==> src/rtl/sslsw_pkg.sv <==
// Shared types, codes, constants and the segment map of the serial segment LCD writer.
// Depends on nothing; every other file of the block refers to it by scoped names.
`default_nettype none

package sslsw_pkg;

	// Default sizes handed to the top-level parameters.
	localparam int ADDR_WIDTH_DEF = 6;
	localparam int CLEAR_BITS_DEF = 38;

	// Fixed field widths of the request channel.
	localparam int NIB_ADDR_W = 6;
	localparam int NIB_DATA_W = 4;

	// Depth of the job queue between the front and the back part.
	localparam int QUEUE_DEPTH = 2;

	// Tail segment of a frame: at most nine bits (command byte plus repeated bit 0).
	localparam int TAIL_W     = 9;
	localparam int TAIL_CNT_W = 4;

	localparam logic [TAIL_CNT_W-1:0] TAIL_LEN_BYTE   = 4'd8;
	localparam logic [TAIL_CNT_W-1:0] TAIL_LEN_CMD    = 4'd9;
	localparam logic [TAIL_CNT_W-1:0] TAIL_LEN_NIBBLE = 4'd4;

	// Frame ID bits, sent MSB first.
	localparam logic [2:0] ID_DATA = 3'b101;
	localparam logic [2:0] ID_CMD  = 3'b100;
	localparam logic [1:0] ID_LEN  = 2'd3;

	// Request types.
	localparam logic [1:0] REQ_CHAR   = 2'd0;
	localparam logic [1:0] REQ_CMD    = 2'd1;
	localparam logic [1:0] REQ_NIBBLE = 2'd2;
	localparam logic [1:0] REQ_CLEAR  = 2'd3;

	// Character codes with a meaning of their own.
	localparam logic [7:0] CHAR_DOT   = 8'h2E;
	localparam logic [7:0] CHAR_ZERO  = 8'h30;
	localparam logic [7:0] CHAR_NINE  = 8'h39;
	localparam logic [7:0] CHAR_DASH  = 8'h2D;
	localparam logic [7:0] CHAR_UNDER = 8'h5F;
	localparam logic [7:0] CHAR_LO_D  = 8'h64;
	localparam logic [7:0] CHAR_UP_E  = 8'h45;
	localparam logic [7:0] CHAR_LO_T  = 8'h74;
	localparam logic [7:0] CHAR_LO_F  = 8'h66;
	localparam logic [7:0] CHAR_UP_P  = 8'h50;
	localparam logic [7:0] CHAR_LO_O  = 8'h6F;
	localparam logic [7:0] CHAR_LO_U  = 8'h75;
	localparam logic [7:0] CHAR_UP_A  = 8'h41;
	localparam logic [7:0] CHAR_LO_C  = 8'h63;

	// Segment bit that lights the dot (also used for the colon).
	localparam logic [7:0] DOT_SEG = 8'h08;

	localparam logic [7:0] DIGIT_SEG [10] = '{
		8'hD7, 8'h50, 8'hB5, 8'hF1, 8'h72, 8'hE3, 8'hE7, 8'h51, 8'hF7, 8'hF3
	};

	typedef struct packed {
		logic [1:0]            req_type;
		logic [7:0]            char_code;
		logic                  is_last_char;
		logic                  colon_on;
		logic [NIB_ADDR_W-1:0] nibble_addr;
		logic [NIB_DATA_W-1:0] nibble_data;
	} req_t;

	typedef struct packed {
		logic data_bit;
		logic frame_end;
		logic run_last;
		logic rejected;
	} res_t;

	typedef enum logic [2:0] {
		KIND_REJECT = 3'd0,
		KIND_STRING = 3'd1,
		KIND_CMD    = 3'd2,
		KIND_NIBBLE = 3'd3,
		KIND_CLEAR  = 3'd4
	} kind_t;

	// One classified request as the back part carries it out.
	typedef struct packed {
		kind_t                 kind;
		logic                  hdr;      // string: send ID and zero address first
		logic                  body;     // string: send the segment byte
		logic                  close;    // string: release chip select at the end
		logic [7:0]            byte_val; // segment byte or command byte
		logic [NIB_ADDR_W-1:0] addr;
		logic [NIB_DATA_W-1:0] nib;
	} job_t;

	function automatic logic [7:0] seg_code(input logic [7:0] c);
		logic [7:0] s;
		s = c;
		if (c >= CHAR_ZERO && c <= CHAR_NINE) begin
			s = DIGIT_SEG[c[3:0]];
		end else begin
			unique case (c)
				CHAR_DASH:  s = 8'h20;
				CHAR_UNDER: s = 8'h80;
				CHAR_LO_D:  s = 8'hF4;
				CHAR_UP_E:  s = 8'hA7;
				CHAR_LO_T:  s = 8'hA6;
				CHAR_LO_F:  s = 8'h28;
				CHAR_UP_P:  s = 8'h37;
				CHAR_LO_O:  s = 8'hE4;
				CHAR_LO_U:  s = 8'hC4;
				CHAR_UP_A:  s = 8'h77;
				CHAR_LO_C:  s = 8'h87;
				default:    s = c;
			endcase
		end
		return s;
	endfunction

endpackage

`default_nettype wire

==> src/rtl/sslsw_ifs.sv <==
// Valid/ready channel interfaces for the request and result streams.
// Depends on sslsw_pkg for the payload types.
`default_nettype none

interface sslsw_req_if;
	logic              valid;
	logic              ready;
	sslsw_pkg::req_t   payload;

	modport source (output valid, output payload, input ready);
	modport sink (input valid, input payload, output ready);
endinterface

interface sslsw_res_if;
	logic              valid;
	logic              ready;
	sslsw_pkg::res_t   payload;

	modport source (output valid, output payload, input ready);
	modport sink (input valid, input payload, output ready);
endinterface

`default_nettype wire

==> src/rtl/sslsw_front.sv <==
// Front part: accepts requests, tracks the string frame state and classifies
// each request into a job. Depends on sslsw_pkg and sslsw_req_if.
`default_nettype none

module sslsw_front (
	input  wire              clk,
	input  wire              arst_n,
	sslsw_req_if.sink        req,
	output logic             job_valid,
	output sslsw_pkg::job_t  job,
	input  wire              job_ready
);

	logic frame_open_q, dot_pending_q, at_start_q;
	logic frame_open_d, dot_pending_d, at_start_d;
	logic accept, push;
	logic [7:0] seg;

	assign req.ready = job_ready;
	assign accept    = req.valid && job_ready;
	assign job_valid = accept && push;

	always_comb begin
		frame_open_d  = frame_open_q;
		dot_pending_d = dot_pending_q;
		at_start_d    = at_start_q;
		push          = 1'b1;
		seg           = 8'h00;
		job.kind      = sslsw_pkg::KIND_REJECT;
		job.hdr       = 1'b0;
		job.body      = 1'b0;
		job.close     = 1'b1;
		job.byte_val  = req.payload.char_code;
		job.addr      = req.payload.nibble_addr;
		job.nib       = req.payload.nibble_data;

		if (req.payload.req_type == sslsw_pkg::REQ_CHAR) begin
			job.kind     = sslsw_pkg::KIND_STRING;
			job.hdr      = !frame_open_q;
			job.close    = req.payload.is_last_char;
			frame_open_d = 1'b1;
			at_start_d   = 1'b0;
			if (req.payload.char_code == sslsw_pkg::CHAR_DOT && !req.payload.is_last_char) begin
				// A dot only marks the next character; the frame may still open.
				dot_pending_d = 1'b1;
				push          = !frame_open_q;
			end else begin
				if (req.payload.char_code == sslsw_pkg::CHAR_DOT) begin
					seg = sslsw_pkg::DOT_SEG;
				end else begin
					seg = sslsw_pkg::seg_code(req.payload.char_code);
					if (at_start_q && req.payload.colon_on) begin
						seg = seg | sslsw_pkg::DOT_SEG;
					end
				end
				if (dot_pending_q) begin
					seg = seg | sslsw_pkg::DOT_SEG;
				end
				dot_pending_d = 1'b0;
				job.body      = 1'b1;
				job.byte_val  = seg;
				if (req.payload.is_last_char) begin
					frame_open_d = 1'b0;
					at_start_d   = 1'b1;
				end
			end
		end else if (!frame_open_q) begin
			unique case (req.payload.req_type)
				sslsw_pkg::REQ_CMD:    job.kind = sslsw_pkg::KIND_CMD;
				sslsw_pkg::REQ_NIBBLE: job.kind = sslsw_pkg::KIND_NIBBLE;
				default:               job.kind = sslsw_pkg::KIND_CLEAR;
			endcase
		end
	end

	always_ff @(posedge clk or negedge arst_n) begin
		if (!arst_n) begin
			frame_open_q  <= 1'b0;
			dot_pending_q <= 1'b0;
			at_start_q    <= 1'b1;
		end else if (accept) begin
			frame_open_q  <= frame_open_d;
			dot_pending_q <= dot_pending_d;
			at_start_q    <= at_start_d;
		end
	end

endmodule

`default_nettype wire

==> src/rtl/sslsw_queue.sv <==
// Short job queue that decouples the front part from the bit serializer.
// Depends on sslsw_pkg for the job type and depth; the depth is a power of two.
`default_nettype none

module sslsw_queue (
	input  wire              clk,
	input  wire              arst_n,
	input  wire              in_valid,
	input  sslsw_pkg::job_t  in_job,
	output logic             in_ready,
	output logic             out_valid,
	output sslsw_pkg::job_t  out_job,
	input  wire              out_ready
);

	localparam int PTR_W = (sslsw_pkg::QUEUE_DEPTH > 1) ? $clog2(sslsw_pkg::QUEUE_DEPTH) : 1;
	localparam int CNT_W = $clog2(sslsw_pkg::QUEUE_DEPTH + 1);

	sslsw_pkg::job_t  entry_q [sslsw_pkg::QUEUE_DEPTH];
	logic [PTR_W-1:0] wr_ptr_q, rd_ptr_q;
	logic [CNT_W-1:0] count_q;
	logic             push, pop;

	assign in_ready  = count_q != CNT_W'(sslsw_pkg::QUEUE_DEPTH);
	assign out_valid = count_q != '0;
	assign out_job   = entry_q[rd_ptr_q];
	assign push      = in_valid && in_ready;
	assign pop       = out_valid && out_ready;

	always_ff @(posedge clk) begin
		if (push) begin
			entry_q[wr_ptr_q] <= in_job;
		end
	end

	always_ff @(posedge clk or negedge arst_n) begin
		if (!arst_n) begin
			wr_ptr_q <= '0;
			rd_ptr_q <= '0;
			count_q  <= '0;
		end else begin
			if (push) begin
				wr_ptr_q <= wr_ptr_q + PTR_W'(1);
			end
			if (pop) begin
				rd_ptr_q <= rd_ptr_q + PTR_W'(1);
			end
			if (push && !pop) begin
				count_q <= count_q + CNT_W'(1);
			end else if (pop && !push) begin
				count_q <= count_q - CNT_W'(1);
			end
		end
	end

endmodule

`default_nettype wire

==> src/rtl/sslsw_back.sv <==
// Back part: turns one job at a time into strobed bits behind an output register.
// Depends on sslsw_pkg and sslsw_res_if.
`default_nettype none

module sslsw_back #(
	parameter int ADDR_WIDTH = sslsw_pkg::ADDR_WIDTH_DEF,
	parameter int CLEAR_BITS = sslsw_pkg::CLEAR_BITS_DEF
) (
	input  wire              clk,
	input  wire              arst_n,
	input  wire              job_valid,
	input  sslsw_pkg::job_t  job,
	output logic             job_ready,
	sslsw_res_if.source      res
);

	localparam int MID_MAX = (ADDR_WIDTH > CLEAR_BITS) ? ADDR_WIDTH : CLEAR_BITS;
	localparam int MID_CW  = $clog2(MID_MAX + 1);

	// A frame is three segments: ID (MSB first), middle (MSB first), tail (LSB first).
	logic                              busy_q, rej_q, close_q;
	logic [1:0]                        id_cnt_q;
	logic [2:0]                        id_sh_q;
	logic [MID_CW-1:0]                 mid_cnt_q;
	logic [ADDR_WIDTH-1:0]             mid_sh_q;
	logic [sslsw_pkg::TAIL_CNT_W-1:0]  tail_cnt_q;
	logic [sslsw_pkg::TAIL_W-1:0]      tail_sh_q;
	logic                              out_valid_q;
	sslsw_pkg::res_t                   res_q;

	logic                              adv, in_id, in_mid, last_now, cur_bit, load;
	logic [ADDR_WIDTH+sslsw_pkg::NIB_ADDR_W-1:0] addr_ext;
	logic [7:0]                        cmd_rev;

	assign adv      = !out_valid_q || res.ready;
	assign in_id    = id_cnt_q != 2'd0;
	assign in_mid   = !in_id && (mid_cnt_q != '0);
	assign addr_ext = {{ADDR_WIDTH{1'b0}}, job.addr};

	always_comb begin
		for (int k = 0; k < 8; k++) begin
			cmd_rev[k] = job.byte_val[7-k];
		end
	end

	always_comb begin
		if (rej_q) begin
			last_now = 1'b1;
			cur_bit  = 1'b0;
		end else if (in_id) begin
			last_now = (id_cnt_q == 2'd1) && (mid_cnt_q == '0) && (tail_cnt_q == '0);
			cur_bit  = id_sh_q[2];
		end else if (in_mid) begin
			last_now = (mid_cnt_q == MID_CW'(1)) && (tail_cnt_q == '0);
			cur_bit  = mid_sh_q[ADDR_WIDTH-1];
		end else begin
			last_now = tail_cnt_q == sslsw_pkg::TAIL_CNT_W'(1);
			cur_bit  = tail_sh_q[0];
		end
	end

	assign load      = !busy_q || (adv && last_now);
	assign job_ready = load;

	assign res.valid   = out_valid_q;
	assign res.payload = res_q;

	always_ff @(posedge clk) begin
		if (adv && busy_q) begin
			res_q.data_bit  <= cur_bit;
			res_q.frame_end <= last_now && close_q && !rej_q;
			res_q.run_last  <= last_now;
			res_q.rejected  <= rej_q;
		end
	end

	always_ff @(posedge clk or negedge arst_n) begin
		if (!arst_n) begin
			out_valid_q <= 1'b0;
			busy_q      <= 1'b0;
			rej_q       <= 1'b0;
			close_q     <= 1'b0;
			id_cnt_q    <= '0;
			id_sh_q     <= '0;
			mid_cnt_q   <= '0;
			mid_sh_q    <= '0;
			tail_cnt_q  <= '0;
			tail_sh_q   <= '0;
		end else begin
			if (adv) begin
				out_valid_q <= busy_q;
			end
			if (load) begin
				busy_q     <= job_valid;
				rej_q      <= 1'b0;
				close_q    <= 1'b1;
				id_cnt_q   <= sslsw_pkg::ID_LEN;
				id_sh_q    <= sslsw_pkg::ID_DATA;
				mid_cnt_q  <= '0;
				mid_sh_q   <= '0;
				tail_cnt_q <= '0;
				tail_sh_q  <= '0;
				unique case (job.kind)
					sslsw_pkg::KIND_REJECT: begin
						rej_q    <= 1'b1;
						id_cnt_q <= '0;
					end
					sslsw_pkg::KIND_STRING: begin
						close_q    <= job.close;
						id_cnt_q   <= job.hdr ? sslsw_pkg::ID_LEN : 2'd0;
						mid_cnt_q  <= job.hdr ? MID_CW'(ADDR_WIDTH) : '0;
						tail_cnt_q <= job.body ? sslsw_pkg::TAIL_LEN_BYTE : '0;
						tail_sh_q  <= {1'b0, job.byte_val};
					end
					sslsw_pkg::KIND_CMD: begin
						id_sh_q    <= sslsw_pkg::ID_CMD;
						tail_cnt_q <= sslsw_pkg::TAIL_LEN_CMD;
						tail_sh_q  <= {job.byte_val[0], cmd_rev};
					end
					sslsw_pkg::KIND_NIBBLE: begin
						mid_cnt_q  <= MID_CW'(ADDR_WIDTH);
						mid_sh_q   <= addr_ext[ADDR_WIDTH-1:0];
						tail_cnt_q <= sslsw_pkg::TAIL_LEN_NIBBLE;
						tail_sh_q  <= sslsw_pkg::TAIL_W'(job.nib);
					end
					default: begin
						mid_cnt_q <= MID_CW'(CLEAR_BITS);
					end
				endcase
			end else if (adv) begin
				if (in_id) begin
					id_cnt_q <= id_cnt_q - 2'd1;
					id_sh_q  <= {id_sh_q[1:0], 1'b0};
				end else if (in_mid) begin
					mid_cnt_q <= mid_cnt_q - MID_CW'(1);
					mid_sh_q  <= {mid_sh_q[ADDR_WIDTH-2:0], 1'b0};
				end else begin
					tail_cnt_q <= tail_cnt_q - sslsw_pkg::TAIL_CNT_W'(1);
					tail_sh_q  <= {1'b0, tail_sh_q[sslsw_pkg::TAIL_W-1:1]};
				end
			end
		end
	end

endmodule

`default_nettype wire

==> src/rtl/seven_segment_lcd_serial_writer.sv <==
// Serial writer for a 3-wire segment LCD controller: request channel in, bit channel out.
// Instantiates sslsw_front, sslsw_queue and sslsw_back; depends on sslsw_pkg, sslsw_ifs.
//
// Use: each transfer on req is one request: a display character, a command byte,
// a nibble write or a clear. Each transfer on res is one data bit with its write
// strobe; frame_end marks the bit after which chip select is released, run_last
// the final bit that a request produces, and rejected the single marker result of
// a command, nibble write or clear that arrives while a string frame is open.
// A dot that is neither first nor last in a string produces no transfer on res.
//
// Throughput: the serializer sends one bit per cycle while res.ready stays high. A
// string character is 8 bits, the first one of a string 11 + ADDR_WIDTH; a command is 12 bits,
// a nibble write 7 + ADDR_WIDTH, a clear 3 + CLEAR_BITS, a rejection one result. The
// front accepts a new request each cycle while the two-entry job queue has room,
// so requests are taken while earlier ones are still being shifted out.
// When the serializer is idle, the first bit of a request passes through the queue
// entry, the serializer state and the output register before it is offered on res.
// Reset clears the frame state (no string open, the next character starts a
// string), empties the queue and drops any bit in flight. When the receiver
// holds res.ready low, the bit on res holds, the serializer pauses and the queue
// fills; req.ready falls once the queue is full.
`default_nettype none

module seven_segment_lcd_serial_writer #(
	parameter int ADDR_WIDTH = sslsw_pkg::ADDR_WIDTH_DEF,
	parameter int CLEAR_BITS = sslsw_pkg::CLEAR_BITS_DEF
) (
	input  wire           clk,
	input  wire           arst_n,
	sslsw_req_if.sink     req,
	sslsw_res_if.source   res
);

	// Front to queue.
	logic            f_valid, f_ready;
	sslsw_pkg::job_t f_job;

	// Queue to back.
	logic            b_valid, b_ready;
	sslsw_pkg::job_t b_job;

	// The front holds the string frame state and decides what each request sends.
	sslsw_front u_front (
		.clk       (clk),
		.arst_n    (arst_n),
		.req       (req),
		.job_valid (f_valid),
		.job       (f_job),
		.job_ready (f_ready)
	);

	// The queue lets the front keep accepting while long frames are being sent.
	sslsw_queue u_queue (
		.clk       (clk),
		.arst_n    (arst_n),
		.in_valid  (f_valid),
		.in_job    (f_job),
		.in_ready  (f_ready),
		.out_valid (b_valid),
		.out_job   (b_job),
		.out_ready (b_ready)
	);

	// The back shifts the frame out bit by bit into the output register.
	sslsw_back #(
		.ADDR_WIDTH (ADDR_WIDTH),
		.CLEAR_BITS (CLEAR_BITS)
	) u_back (
		.clk       (clk),
		.arst_n    (arst_n),
		.job_valid (b_valid),
		.job       (b_job),
		.job_ready (b_ready),
		.res       (res)
	);

endmodule

`default_nettype wire

==> src/flat_wrapper.sv <==
// flat-port wrapper written by rule: the top's interface ports become plain ports
module seven_segment_lcd_serial_writer_flat 
#(
	parameter int ADDR_WIDTH = sslsw_pkg::ADDR_WIDTH_DEF,
	parameter int CLEAR_BITS = sslsw_pkg::CLEAR_BITS_DEF
)
  (clk, arst_n, req_valid, req_payload, req_ready, res_valid, res_payload, res_ready);
  sslsw_req_if req_i ();
  sslsw_res_if res_i ();
  input  wire clk;
  input  wire arst_n;
  input wire logic [$bits(req_i.valid)-1:0] req_valid;
  input wire logic [$bits(req_i.payload)-1:0] req_payload;
  output wire logic [$bits(req_i.ready)-1:0] req_ready;
  output wire logic [$bits(res_i.valid)-1:0] res_valid;
  output wire logic [$bits(res_i.payload)-1:0] res_payload;
  input wire logic [$bits(res_i.ready)-1:0] res_ready;
  assign req_i.valid = req_valid;
  assign req_i.payload = req_payload;
  assign req_ready = req_i.ready;
  assign res_valid = res_i.valid;
  assign res_payload = res_i.payload;
  assign res_i.ready = res_ready;
  seven_segment_lcd_serial_writer #(.ADDR_WIDTH(ADDR_WIDTH), .CLEAR_BITS(CLEAR_BITS)) u_core (.clk(clk), .arst_n(arst_n), .req(req_i), .res(res_i));
endmodule
==> config.mk <==
export PLATFORM = sky130hd
export DESIGN_NAME = seven_segment_lcd_serial_writer_flat
export DESIGN_NICKNAME = d
export VERILOG_FILES = /design/src/rtl/sslsw_pkg.sv /design/src/rtl/sslsw_ifs.sv /design/src/rtl/sslsw_front.sv /design/src/rtl/sslsw_queue.sv /design/src/rtl/sslsw_back.sv /design/src/rtl/seven_segment_lcd_serial_writer.sv /design/src/flat_wrapper.sv
export SDC_FILE = /design/constraint.sdc
export NUM_CORES = 1
export LEC_CHECK = 0
export BUFFER_PORTS_ARGS = -buffer_cell sky130_fd_sc_hd__buf_2
export CAP_MARGIN = 10
export CORE_ASPECT_RATIO = 0.5
export CORE_MARGIN = 3
export CORE_UTILIZATION = 48
export CTS_CLUSTER_DIAMETER = 80
export DETAILED_ROUTE_END_ITERATION = 6
export HOLD_SLACK_MARGIN = 0.08
export PLACE_DENSITY = 0.65
export SLEW_MARGIN = 0
export SYNTH_ARGS = -nofsm -noshare
export SYNTH_HDL_FRONTEND = slang
export SYNTH_SLANG_ARGS = --single-unit
==> constraint.sdc <==
create_clock -name clk -period 3.65 [get_ports clk]
set_clock_uncertainty 0.2 [all_clocks]
set_input_delay 1.095 -clock clk [delete_from_list [all_inputs] [get_ports clk]]
set_output_delay 1.095 -clock clk [all_outputs]
set_load 0.05 [all_outputs]
==> flow_summary.json <==
{
  "leakage_uw": 0.00235,
  "worstMarginPinSlew_ns": 0.949,
  "num_vias": 3604,
  "ant_nets": 0,
  "route.detailed.drc": 0,
  "die_h_um": 78.7,
  "status": "complete, no violations",
  "cp.arrival_ns": 3.06,
  "crit_fanout": 7,
  "synth_flop_cell": "edfxtp_1",
  "cts_max_level": 3,
  "synth_edf_count": 52,
  "cts_buffers": 9,
  "die_width_um": 151,
  "crit_type": "input pin to register",
  "track_usage": 0.188,
  "drt_first_pass_iters": 5,
  "cts-root-buf": "clkbuf_16",
  "clock_sinks": 93,
  "io_buffers": 31,
  "rsz0062_at_grt": "no",
  "post_cts_buffers": 0,
  "area_growth_pct": 12.7,
  "final-seq-area_um2": 2590,
  "place.gp.congestion": 0.887,
  "rows": 25,
  "dieArea_um2": 11900,
  "hpwlAfterDp_mm": 7.71,
  "insertion_delay_ns": 0.34,
  "final_layout_size_suffix_gt1_frac": 0.176,
  "synth_top_area_frac": 0.308,
  "ys_seq_area_frac": 0.510,
  "diodes": 0,
  "fmax_mhz": 315,
  "maxSlewViolCount": 0,
  "drt_iter0_markers": 204,
  "reg2reg_to": "u_core.u_back.mid_sh_q[2]$_DFFE_PN0P_",
  "synth_common_cells": "edfxtp_1, dfrtp_1, nor2_1",
  "hold_viol": 0,
  "path_cells": "buf_2, inv_1, ha_1, nand3b_1, a2111o_1, and3_1, and3_1, o31ai_1",
  "start_util": 0.515,
  "whs_path_depth": 1,
  "grt_first_pass_wirelength_mm": 17.6,
  "wl_per_cell_um": 16.9,
  "endpoint_kind": "register",
  "cts_tree": "yes",
  "fin_crit_ns": 3.18,
  "cts.path.max_buffers": 2,
  "grt-ovfl-total": 0,
  "syn_area_per_cell_um2": 11.2,
  "crit_required_ns": 3.54,
  "first_global_vias": 3434,
  "drt-total-wl_mm": 10.5,
  "grt_max_degree": 42,
  "cpMostUsedCell": "and3_1",
  "yosysMostFrequentCell": "edfxtp_1",
  "synthesis.area_um2": 5070,
  "min_path_type": "register to register",
  "crit_path_top_delay_cell": "a2111o_1",
  "r2r-start": "u_core.u_back.mid_cnt_q[4]$_DFFE_PN0P_",
  "fin_crit_sh": 0.870,
  "cp-start-kind": "input pin",
  "powerDensity_nw_per_um2": 706,
  "slew_headroom": 0.367,
  "avgViaCountPerCell": 5.78,
  "holdPathEnd": "u_core.u_back.mid_sh_q[2]$_DFFE_PN0P_",
  "hp-start": "u_core.u_back.mid_sh_q[2]$_DFFE_PN0P_",
  "fillers": 833,
  "reg2regPathDepth": 6,
  "synthTopCellsByArea": "edfxtp_1, dfrtp_1, mux2i_1, ha_1, mux2_2",
  "io_pins": 32,
  "hold_ws_ns": 0.286,
  "synth_area_leader_cell": "edfxtp_1",
  "r2r_slack_ns": 0.64,
  "setup_viol": 0,
  "multiInputGateArea_um2": 2270,
  "cts_resized": 0,
  "synth-async-reset-ratio": 0.441,
  "synth_nets": 496,
  "yosys.cell_types.count": 73,
  "clk_pin_slew_worst_paths_ns": 0.06,
  "max_cap_violations": 0,
  "hold_buffers": 0,
  "ys_ff_latch": 93,
  "max-vdd-ir-drop_mv": 0.277,
  "antenna_found_initial": 1,
  "final_nets": 526,
  "cp_slowest_stage_delay_ns": 0.46,
  "netlist_instances": 454,
  "setup-tns-final_ns": 0,
  "ys_warn_count": 0,
  "core_um2": 9850
}
==> flip-flops by register name, indices dropped and copies added (netlist names) <==
| name | cells |
|---|---|
| u_core.u_back.mid_sh_q | 6 |
| u_core.u_front.dot_pending_q | 1 |
| u_core.u_queue.wr_ptr_q | 1 |
| u_core.u_back.rej_q | 1 |
| u_core.u_back.tail_sh_q | 9 |
| u_core.u_back.res.valid | 1 |
| u_core.u_back.close_q | 1 |
| u_core.u_front.at_start_q | 1 |
| u_core.u_back.res.payload | 4 |
| u_core.u_back.mid_cnt_q | 6 |
| u_core.u_queue.entry_q | 48 |
| u_core.u_queue.count_q | 2 |
| u_core.u_back.busy_q | 1 |
| u_core.u_back.id_sh_q | 3 |
| u_core.u_back.id_cnt_q | 2 |
| u_core.u_queue.rd_ptr_q | 1 |
| u_core.u_front.frame_open_q | 1 |
| u_core.u_back.tail_cnt_q | 4 |
==> placed cells by master (no fill, tap or decap), drive strengths merged, types with 16 or more instances in the layout <==
cell type and count:
edfxtp 52, buf 45, dfrtp 40, nor2 26
inv 26, mux2i 25, a21oi 22, mux2 21
nand2 18, o21ai 18, ha 16
==> how the worst max path moves through the flow <==
stage	from	end	slack, ns	cells past startpoint
2_1_floorplan	req_payload[12]	u_core.u_queue.entry_q[0][0]$_DFFE_PP_	0.003	6
3_3_place_gp	req_payload[12]	u_core.u_queue.count_q[1]$_DFFE_PN0P_	0.21	9
3_5_place_dp	req_payload[12]	u_core.u_queue.count_q[1]$_DFFE_PN0P_	0.14	10
4_1_cts	req_payload[12]	u_core.u_queue.count_q[1]$_DFFE_PN0P_	0.50	10
5_1_grt	req_payload[12]	u_core.u_queue.count_q[1]$_DFFE_PN0P_	0.37	10
6_report	req_payload[13]	u_core.u_queue.entry_q[0][11]$_DFFE_PP_	0.47	8
==> critical path: cells and delay by family <==
kind                     cells  cell delay [ns]
AND/OR/NAND/NOR              3             0.57
adder cells (fa/ha/maj)      1             0.31
buffers and inverters        2             0.24
AO/OA/AOI/OAI                2             0.85
==> cells by family after synthesis <==
kind of cell,count (synthesis),share of synthesized area
compound gates,109,0.153
xor+xnor,10,0.0173
fa+ha+maj,16,0.0395
buf+inv,51,0.0419
flops,93,0.510
mux,46,0.0960
simple gates,129,0.142
==> power by group <==
part	leakage (uW)	total [uW]	switching (uW)	internal [uW]
registers	0.000988	1740	240	1500
clock network	0.000155	970	381	590
logic	0.00120	1330	764	563
total	0.00235	4030	1390	2650
==> cell type report <==
type / count / share of cell area
flip-flops and latches: 93 / 0.453
multi-input cells: 310 / 0.398
repair buffers: 45 / 0.0477
clock buffers: 11 / 0.0462
well taps: 135 / 0.0295
inverters: 25 / 0.0164
clock inverters: 5 / 0.00963
==> metrics by stage <==
| step | utilization | total power [uW] | worst slack [ns] | cell area, um^2 | instances |
|---|---|---|---|---|---|
| after floorplan | - | 2730 | 0.00308 | 5070 | 454 |
| after global placement | 0.548 | 3060 | 0.209 | 5400 | 608 |
| after detailed placement | 0.548 | 3080 | 0.136 | 5400 | 608 |
| after CTS | 0.580 | 4070 | 0.499 | 5720 | 624 |
| after global routing | 0.580 | 4310 | 0.367 | 5720 | 624 |
| final | 0.580 | 4030 | 0.473 | 5720 | 624 |
==> layer usage <==
layer / global-route usage / up-vias / wire [um]
met1: 0.273 / 1723 / 5300
li1: - / 1771 / -
met5: 0 / - / 18
met3: 0.0468 / 15 / 494
met2: 0.281 / 93 / 4590
met4: 0.0488 / 2 / 131
Power figures use the tool's default switching activity.
